==> config.mk <==
export PLATFORM = sky130hd
export DESIGN_NAME = scancode_to_ascii_keymap_top
export DESIGN_NICKNAME = d
export VERILOG_FILES = /design/src/hdl/sck_pkg.sv /design/src/hdl/sck_front.sv /design/src/hdl/sck_queue.sv /design/src/hdl/sck_back.sv /design/src/hdl/scancode_to_ascii_keymap_top.sv
export VERILOG_INCLUDE_DIRS = /design/src /design/src/hdl
export SDC_FILE = /design/constraint.sdc
export NUM_CORES = 1
export LEC_CHECK = 0
export BUFFER_PORTS_ARGS = -buffer_cell sky130_fd_sc_hd__buf_2
export CAP_MARGIN = 30
export CORE_UTILIZATION = 45
export DETAILED_ROUTE_END_ITERATION = 6
export PLACE_DENSITY = 0.67
export SYNTH_ARGS = -nofsm -noshare
export SYNTH_HDL_FRONTEND = slang
export SYNTH_SLANG_ARGS = --single-unit
==> constraint.sdc <==
create_clock -name clk -period 3.4 [get_ports clk]
set_input_delay 0.34 -clock clk [delete_from_list [all_inputs] [get_ports clk]]
set_output_delay 0.34 -clock clk [all_outputs]
set_load 0.03 [all_outputs]
==> src/hdl/assert_macros.svh <==
// ----------------------------------------------------------------------------
// assert_macros.svh
// Concurrent assertion wrappers; define NO_ASSERTIONS to compile them out.
// ----------------------------------------------------------------------------
`ifndef ASSERT_MACROS_SVH
`define ASSERT_MACROS_SVH

`ifndef NO_ASSERTIONS

// Same-cycle implication.
`define ASSERT_IMPL(lbl, clk, rst, ante, cons) \
  lbl: assert property (@(posedge clk) disable iff (rst) (ante) |-> (cons)) \
    else $error("assertion failed");

// Next-cycle implication.
`define ASSERT_NEXT(lbl, clk, rst, ante, cons) \
  lbl: assert property (@(posedge clk) disable iff (rst) (ante) |=> (cons)) \
    else $error("assertion failed");

`else

`define ASSERT_IMPL(lbl, clk, rst, ante, cons)
`define ASSERT_NEXT(lbl, clk, rst, ante, cons)

`endif

`endif

==> src/hdl/sck_pkg.sv <==
// ----------------------------------------------------------------------------
// sck_pkg
// Keymap tables, command type and helpers shared by the keymap modules.
// ----------------------------------------------------------------------------
package sck_pkg;

  localparam int unsigned TABLE_SIZE = 86;
  localparam int unsigned IDX_W      = 7;

  localparam logic [7:0] CH_ESC   = 8'h1B;
  localparam logic [7:0] CH_LBRK  = 8'h5B;
  localparam logic [7:0] CH_TILDE = 8'h7E;

  // Special entries above the ASCII range.
  localparam logic [7:0] SP_CTRL = 8'h80;
  localparam logic [7:0] SP_SHFT = 8'h81;
  localparam logic [7:0] SP_ALT  = 8'h82;
  localparam logic [7:0] SP_CAPS = 8'h83;
  localparam logic [7:0] SP_FUNC = 8'h84;
  localparam logic [7:0] SP_HOME = 8'h90;
  localparam logic [7:0] SP_UP   = 8'h91;
  localparam logic [7:0] SP_PGUP = 8'h92;
  localparam logic [7:0] SP_LEFT = 8'h93;
  localparam logic [7:0] SP_RGHT = 8'h94;
  localparam logic [7:0] SP_END  = 8'h95;
  localparam logic [7:0] SP_DOWN = 8'h96;
  localparam logic [7:0] SP_PGDN = 8'h97;
  localparam logic [7:0] SP_INS  = 8'h98;

  // Byte positions inside an escape sequence.
  localparam logic [1:0] POS_TAIL  = 2'd2;
  localparam logic [1:0] POS_TILDE = 2'd3;

  localparam int unsigned QUEUE_DEPTH = 2;
  localparam int unsigned QPTR_W      = $clog2(QUEUE_DEPTH);
  localparam int unsigned QCNT_W      = $clog2(QUEUE_DEPTH + 1);

  typedef enum logic [1:0] {
    KIND_NONE = 2'd0,
    KIND_CHAR = 2'd1,
    KIND_CSI3 = 2'd2,
    KIND_CSI4 = 2'd3
  } kind_t;

  typedef struct packed {
    kind_t      kind;
    logic [7:0] val;   // character, or tail letter/digit of a sequence
  } cmd_t;

  localparam logic [7:0] PLAIN_TAB [0:TABLE_SIZE-1] = '{
    8'h00, 8'h1B, 8'h31, 8'h32, 8'h33, 8'h34, 8'h35, 8'h36,
    8'h37, 8'h38, 8'h39, 8'h30, 8'h2D, 8'h3D, 8'h08, 8'h09,
    8'h71, 8'h77, 8'h65, 8'h72, 8'h74, 8'h79, 8'h75, 8'h69,
    8'h6F, 8'h70, 8'h5B, 8'h5D, 8'h0A, 8'h80, 8'h61, 8'h73,
    8'h64, 8'h66, 8'h67, 8'h68, 8'h6A, 8'h6B, 8'h6C, 8'h3B,
    8'h27, 8'h60, 8'h81, 8'h5C, 8'h7A, 8'h78, 8'h63, 8'h76,
    8'h62, 8'h6E, 8'h6D, 8'h2C, 8'h2E, 8'h2F, 8'h81, 8'h2A,
    8'h82, 8'h20, 8'h83, 8'h84, 8'h84, 8'h84, 8'h84, 8'h84,
    8'h84, 8'h84, 8'h84, 8'h84, 8'h84, 8'h00, 8'h00, 8'h90,
    8'h91, 8'h92, 8'h00, 8'h93, 8'h00, 8'h94, 8'h00, 8'h95,
    8'h96, 8'h97, 8'h98, 8'h7F, 8'h84, 8'h84
  };

  localparam logic [7:0] SHIFT_TAB [0:TABLE_SIZE-1] = '{
    8'h00, 8'h1B, 8'h21, 8'h40, 8'h23, 8'h24, 8'h25, 8'h5E,
    8'h26, 8'h2A, 8'h28, 8'h29, 8'h5F, 8'h2B, 8'h08, 8'h09,
    8'h51, 8'h57, 8'h45, 8'h52, 8'h54, 8'h59, 8'h55, 8'h49,
    8'h4F, 8'h50, 8'h7B, 8'h7D, 8'h0A, 8'h80, 8'h41, 8'h53,
    8'h44, 8'h46, 8'h47, 8'h48, 8'h4A, 8'h4B, 8'h4C, 8'h3A,
    8'h22, 8'h7E, 8'h00, 8'h7C, 8'h5A, 8'h58, 8'h43, 8'h56,
    8'h42, 8'h4E, 8'h4D, 8'h3C, 8'h3E, 8'h3F, 8'h00, 8'h2A,
    8'h82, 8'h20, 8'h00, 8'h00, 8'h00, 8'h00, 8'h00, 8'h00,
    8'h00, 8'h00, 8'h00, 8'h00, 8'h00, 8'h00, 8'h00, 8'h90,
    8'h91, 8'h92, 8'h00, 8'h93, 8'h00, 8'h94, 8'h00, 8'h95,
    8'h96, 8'h97, 8'h98, 8'h7F, 8'h00, 8'h00
  };

  // Map a table entry to a command.
  function automatic cmd_t classify(input logic [7:0] ent);
    cmd_t c;
    c.kind = KIND_NONE;
    c.val  = ent;
    unique case (ent)
      SP_CTRL, SP_SHFT, SP_ALT, SP_CAPS, SP_FUNC: c.kind = KIND_NONE;
      SP_HOME: begin c.kind = KIND_CSI3; c.val = 8'h48; end
      SP_END:  begin c.kind = KIND_CSI3; c.val = 8'h46; end
      SP_UP:   begin c.kind = KIND_CSI3; c.val = 8'h41; end
      SP_DOWN: begin c.kind = KIND_CSI3; c.val = 8'h42; end
      SP_LEFT: begin c.kind = KIND_CSI3; c.val = 8'h44; end
      SP_RGHT: begin c.kind = KIND_CSI3; c.val = 8'h43; end
      SP_INS:  begin c.kind = KIND_CSI4; c.val = 8'h32; end
      SP_PGUP: begin c.kind = KIND_CSI4; c.val = 8'h35; end
      SP_PGDN: begin c.kind = KIND_CSI4; c.val = 8'h36; end
      default: begin
        if (!ent[7] && (ent != 8'h00)) begin
          c.kind = KIND_CHAR;
        end
      end
    endcase
    return c;
  endfunction

  // Byte at position pos of the sequence for command c.
  function automatic logic [7:0] seq_byte(input cmd_t c, input logic [1:0] pos);
    logic [7:0] b;
    b = c.val;
    if (c.kind != KIND_CHAR) begin
      unique case (pos)
        2'd0:      b = CH_ESC;
        2'd1:      b = CH_LBRK;
        POS_TAIL:  b = c.val;
        POS_TILDE: b = CH_TILDE;
        default:   b = c.val;
      endcase
    end
    return b;
  endfunction

  function automatic logic seq_last(input cmd_t c, input logic [1:0] pos);
    return (c.kind == KIND_CHAR) || (c.kind == KIND_NONE) ||
           ((c.kind == KIND_CSI3) && (pos == POS_TAIL)) ||
           (pos == POS_TILDE);
  endfunction

endpackage

==> src/hdl/sck_front.sv <==
// ----------------------------------------------------------------------------
// sck_front
// Looks up the scan code, classifies it and registers one command per key
// that produces output; keys that produce nothing are dropped here.
// ----------------------------------------------------------------------------
module sck_front
  import sck_pkg::*;
(
  input  logic        clk,
  input  logic        rst,
  input  logic        push,
  input  logic [15:0] scan_code,
  input  logic        shift_held,
  output logic        full,
  output logic        cmd_valid,
  output cmd_t        cmd,
  input  logic        cmd_ready
);

  logic             in_ready;
  logic             in_range;
  logic [IDX_W-1:0] idx;
  logic [7:0]       ent;
  cmd_t             cls;

  assign in_ready = !cmd_valid || cmd_ready;
  assign full     = !in_ready;

  assign in_range = (scan_code < 16'(TABLE_SIZE));
  assign idx      = scan_code[IDX_W-1:0];

  always_comb begin
    ent = 8'h00;
    if (in_range) begin
      ent = shift_held ? SHIFT_TAB[idx] : PLAIN_TAB[idx];
    end
    cls = classify(ent);
  end

  always_ff @(posedge clk) begin
    if (rst) begin
      cmd_valid <= 1'b0;
    end else if (in_ready) begin
      cmd_valid <= push && (cls.kind != KIND_NONE);
    end
  end

  always_ff @(posedge clk) begin
    if (push && in_ready) begin
      cmd <= cls;
    end
  end

endmodule

==> src/hdl/sck_queue.sv <==
// ----------------------------------------------------------------------------
// sck_queue
// Small register queue of commands between front and back.
// ----------------------------------------------------------------------------
module sck_queue
  import sck_pkg::*;
(
  input  logic clk,
  input  logic rst,
  input  logic wr_valid,
  input  cmd_t wr_cmd,
  output logic wr_ready,
  output logic rd_valid,
  output cmd_t rd_cmd,
  input  logic rd_pop
);

  cmd_t              slots [0:QUEUE_DEPTH-1];
  logic [QPTR_W-1:0] wr_ptr;
  logic [QPTR_W-1:0] rd_ptr;
  logic [QCNT_W-1:0] count;
  logic              do_wr;
  logic              do_rd;

  assign wr_ready = (count != QCNT_W'(QUEUE_DEPTH));
  assign rd_valid = (count != '0);
  assign rd_cmd   = slots[rd_ptr];
  assign do_wr    = wr_valid && wr_ready;
  assign do_rd    = rd_pop && rd_valid;

  always_ff @(posedge clk) begin
    if (rst) begin
      wr_ptr <= '0;
      rd_ptr <= '0;
      count  <= '0;
    end else begin
      if (do_wr) begin
        wr_ptr <= (wr_ptr == QPTR_W'(QUEUE_DEPTH - 1)) ? '0 : wr_ptr + QPTR_W'(1);
      end
      if (do_rd) begin
        rd_ptr <= (rd_ptr == QPTR_W'(QUEUE_DEPTH - 1)) ? '0 : rd_ptr + QPTR_W'(1);
      end
      if (do_wr && !do_rd) begin
        count <= count + QCNT_W'(1);
      end else if (do_rd && !do_wr) begin
        count <= count - QCNT_W'(1);
      end
    end
  end

  always_ff @(posedge clk) begin
    if (do_wr) begin
      slots[wr_ptr] <= wr_cmd;
    end
  end

endmodule

==> src/hdl/sck_back.sv <==
// ----------------------------------------------------------------------------
// sck_back
// Expands queued commands into output bytes, one per cycle unless pop stalls it.
// ----------------------------------------------------------------------------
module sck_back
  import sck_pkg::*;
(
  input  logic       clk,
  input  logic       rst,
  input  logic       cmd_valid,
  input  cmd_t       cmd,
  output logic       cmd_pop,
  output logic       empty,
  input  logic       pop,
  output logic [7:0] ascii_byte,
  output logic       last_byte,
  output logic [1:0] seq_idx
);

  logic out_valid;
  logic take;
  logic is_last;

  assign empty   = !out_valid;
  assign take    = cmd_valid && (!out_valid || pop);
  assign is_last = seq_last(cmd, seq_idx);
  assign cmd_pop = take && is_last;

  always_ff @(posedge clk) begin
    if (rst) begin
      out_valid <= 1'b0;
      seq_idx   <= 2'd0;
    end else if (take) begin
      out_valid <= 1'b1;
      seq_idx   <= is_last ? 2'd0 : seq_idx + 2'd1;
    end else if (pop) begin
      out_valid <= 1'b0;
    end
  end

  always_ff @(posedge clk) begin
    if (take) begin
      ascii_byte <= seq_byte(cmd, seq_idx);
      last_byte  <= is_last;
    end
  end

endmodule

==> src/hdl/scancode_to_ascii_keymap_top.sv <==
// ----------------------------------------------------------------------------
// scancode_to_ascii_keymap_top
// Set-1 make code plus shift flag in, ASCII byte stream out.
// ----------------------------------------------------------------------------
// Path: an accepted key is registered in the front stage, then written into
//   the queue, then its first byte is loaded into the output register.
// Throughput: one push per cycle at the front while full is low; the back
//   emits one byte per cycle while its output is empty or popped. A key yields
//   1 byte (printable), 3 (arrows, home, end), 4 (ins, page up/down) or none.
// Reset: synchronous rst empties the front stage, queue and output register.
// ----------------------------------------------------------------------------
`include "assert_macros.svh"

module scancode_to_ascii_keymap_top
  import sck_pkg::*;
(
  input  logic        clk,
  input  logic        rst,
  // input side
  input  logic        push,
  output logic        full,
  input  logic [15:0] scan_code,
  input  logic        shift_held,
  // result side
  output logic        empty,
  input  logic        pop,
  output logic [7:0]  ascii_byte,
  output logic        last_byte
);

  // front -> queue
  logic f_valid;
  cmd_t f_cmd;
  logic f_ready;

  // queue -> back
  logic q_valid;
  cmd_t q_cmd;
  logic q_pop;

  logic [1:0] seq_idx;

  // Front: table lookup and classification, drops keys with no bytes.
  sck_front u_front (
    .clk        (clk),
    .rst        (rst),
    .push       (push),
    .scan_code  (scan_code),
    .shift_held (shift_held),
    .full       (full),
    .cmd_valid  (f_valid),
    .cmd        (f_cmd),
    .cmd_ready  (f_ready)
  );

  // Decoupling queue: front keeps taking keys while the back spells out
  // a multi-byte sequence.
  sck_queue u_queue (
    .clk      (clk),
    .rst      (rst),
    .wr_valid (f_valid),
    .wr_cmd   (f_cmd),
    .wr_ready (f_ready),
    .rd_valid (q_valid),
    .rd_cmd   (q_cmd),
    .rd_pop   (q_pop)
  );

  // Back: byte sequencer feeding the output register; a command leaves the
  // queue only when its last byte is loaded.
  sck_back u_back (
    .clk        (clk),
    .rst        (rst),
    .cmd_valid  (q_valid),
    .cmd        (q_cmd),
    .cmd_pop    (q_pop),
    .empty      (empty),
    .pop        (pop),
    .ascii_byte (ascii_byte),
    .last_byte  (last_byte),
    .seq_idx    (seq_idx)
  );

  // A code past the table never reaches the queue.
  `ASSERT_NEXT(a_oob_dropped, clk, rst, push && !full && (scan_code >= 16'(TABLE_SIZE)), !f_valid)
  // Mid-sequence, the command being spelled is still at the queue head.
  `ASSERT_IMPL(a_seq_holds_cmd, clk, rst, seq_idx != 2'd0, q_valid)
  // A non-final byte on the ports means the sequencer is mid-sequence.
  `ASSERT_IMPL(a_nonlast_mid_seq, clk, rst, !empty && !last_byte, seq_idx != 2'd0)

endmodule

==> flow_summary_export.csv <==
group,metric,value,unit
outcome,status,"complete, no violations",
logic_synthesis,synth_cell_types,76,
sta,tns,0,ps
global_route,antenna_found_initial,0,
setup_path,cp.required,3440,ps
sta,fmax,327,MHz
global_route,grt-ovfl-total,0,
die,dieArea,0.00904,mm2
setup_path,critical_path_class,"input port to flip-flop",
sta,drv_slew,0,
logic_synthesis,yosys_warnings,0,
cts,htree_num_levels,2,
finish,fin_area,0.00429,mm2
cts,cts_tree,"yes",
sta,finalWorstSetupSlack,344,ps
pwr,p_leak,1.56,nW
route,wl_per_cell,17.7,um
die,die_h,95.1,um
route,drtIter0Drc,325,
die,fp-row-count,33,
route,viasPerCell,6.28,
route,routed_wl,10000,um
logic_synthesis,synth_edf_count,39,
placed_design,dp_cells,558,
logic_synthesis,synth_common_cells,"o21ai_0, edfxtp_1, a21oi_1, nand2_1, nor2_1",
global_route,grt_pass1_vias,3170,
logic_synthesis,syn_area,0.00390,mm2
placed_design,place_hpwl,7300,um
finish,n_antenna_cell,0,
placed_design,gp_congestion,0.988,
logic_synthesis,synth-seq-area-share,34.6,%
logic_synthesis,synthTopCellsByArea,"edfxtp_1, o21ai_0, ha_1, dfxtp_1, a21oi_1",
global_route,grt_pass1_wl,16000,um
logic_synthesis,synth_top_cell_by_area,"edfxtp_1",
die,die_w,95.1,um
die,pin_count,32,
setup_path,critPathCaptureType,"flip-flop",
placed_design,postPlaceCellArea,0.00421,mm2
finish,multi_input_area,0.00225,mm2
sta,hold_viol,0,
cts,postCtsHoldBufs,0,
setup_path,worst-path-max-fanout,8,
sta,max_slew.worst_pin.slew,820,ps
global_route,grt_max_degree,44,
cts,clkSinkCount,48,
finish,fin_cells,566,
pwr,max-vdd-ir-drop,0.146,mV
job,cap_violations,0,
die,core_area,0.00830,mm2
sta,setup_violations,0,
logic_synthesis,synth_top_area_share,30.0,%
logic_synthesis,synth.most_common_cell,"o21ai_0",
die,initial_core_util,47.0,%
logic_synthesis,syn_avg_cell_area,9.20,um2
logic_synthesis,ys.flop_type,"edfxtp_1",
cts,post_cts_buffers,0,
global_route,groute.usage.overall,22.7,%
route,vias,3554,
sta,maxSlewHeadroom,45.1,%
pwr,power_density,284,mW/mm2
sta,fin_crit_sh,89.9,%
sta,fin_skew,5.02,ps
cts,clock-root-buffer,"clkbuf_8",
route,drtAntennaViolNets,0,
cts,cts_buffer_depth,2,
finish,syn_to_final_growth,10.1,%
route,firstDrtPassIters,5,
setup_path,critPathArrivalTime,3100,ps
cts,path_clk_slew,80,ps
cts,clock_latency,290,ps
logic_synthesis,synth-seq-cells,48,
sta,hold-worst-slack,357,ps
placed_design,dpl_worst_slack,110,ps
cts,ctsResizeCount,0,
logic_synthesis,synthArstFlopShare,0,%
logic_synthesis,syn-num-nets,461,
finish,fillers,795,
sta,rsz0062_at_grt,"no",
route,drc,0,
placed_design,portBuffers,31,
sta,min_period,3060,ps
logic_synthesis,synthCells,424,
finish,final_nets,497,
worst_hold_path,hold_path_class,"input port to flip-flop",
finish,drive_gt1_share,18.7,%
cts,cts_buffers,5,
finish,seq_area,0.00135,mm2
setup_path,worstSetupStartpointType,"input port",
[cell usage in the layout (no fill, tap or decap), types with 4 or more instances in the layout]
master	count
o21ai_0	42
edfxtp_1	39
buf_2	31
a21oi_1	29
nand2_1	26
buf_4	25
nor2_1	22
nand2b_1	21
inv_1	16
ha_1	16
nor3_1	12
mux2i_1	11
o211ai_1	9
dfxtp_1	9
mux2_2	8
nor2b_1	7
a31oi_1	7
nand3_1	7
o221ai_1	6
or3_1	6
a211oi_1	5
nor4_1	5
a221oi_1	5
xor2_1	5
clkbuf_8	5
clkinv_1	4
and2_1	4
a311oi_1	4
or2_2	4
o22ai_1	4
nor3b_1	4
[cells by family after synthesis]
group                      synth area share, %
DFF                                       34.6
muxes                                     5.81
buffers and inverters                     7.57
xor gates and xnor gates                  1.57
and+or+nand+nor                           18.7
adders and majority gates                 5.13
AOI/OAI and AO/OA                         26.5
[registers in the layout (all words and copies together) (netlist names), named ones only]
register / count
u_queue.count: 2
u_queue.rd_ptr: 1
u_queue.slots: 20
u_queue.wr_ptr: 1
u_back.last_byte: 1
u_back.seq_idx: 2
u_front.cmd: 10
u_back.ascii_byte: 8
u_front.cmd_valid: 1
u_back.out_valid: 1
[layer usage]
layer  wire, um  global-route usage, %  vias to the layer above  part of all wire, %
met2       4440                   33.7                      195                   44
li1           -                      -                     1701                    -
met3        944                   4.55                       27                  9.4
met1       4340                   32.3                     1631                   43
met5          0                      0                        -                    0
met4        283                   8.96                        0                  2.8
[power breakdown]
group          switching, mW  leakage (nW)  total [mW]  internal [mW]
Combinational          0.170          1.09       0.275          0.105
Sequential          0.000461         0.435       0.628          0.628
Clock                  0.172        0.0388       0.314          0.143
Total                  0.342          1.56        1.22          0.875
[per-stage QoR]
step / total power, mW / util, %
after floorplan: 0.830 / -
after global placement: 0.908 / 50.7
after detailed placement: 0.907 / 50.7
after CTS: 1.22 / 51.7
after global routing: 1.27 / 51.7
final: 1.22 / 51.7
[worst paths after layout]
path,cells past startpoint,slack [ps],start,to
max reg2reg,6,1040,u_queue.count[0],u_queue.count[1]
min reg2reg,0,450,u_front.cmd[1],u_queue.slots[1][1]
min,3,360,pop,u_back.out_valid
max,11,340,scan_code[0],u_front.cmd[8]
[worst max-delay path, cell delays in order]
cell and delay, ps:
buf_2 140, inv_1 130, ha_1 380, mux2_2 280
o221ai_1 200, a211oi_1 120, nor4_1 250, and4bb_4 300
or3_1 400, o21ai_0 180, or3b_1 360
[area by class of cell]
class | count | share of cell area [%]
Multi-Input combinational cell | 327 | 52.5
Sequential cell | 48 | 31.5
Timing Repair Buffer | 59 | 9.38
Tap cell | 105 | 3.06
Clock buffer | 6 | 1.69
Inverter | 19 | 1.66
Clock inverter | 2 | 0.262
(Power assumes the default switching activity.)
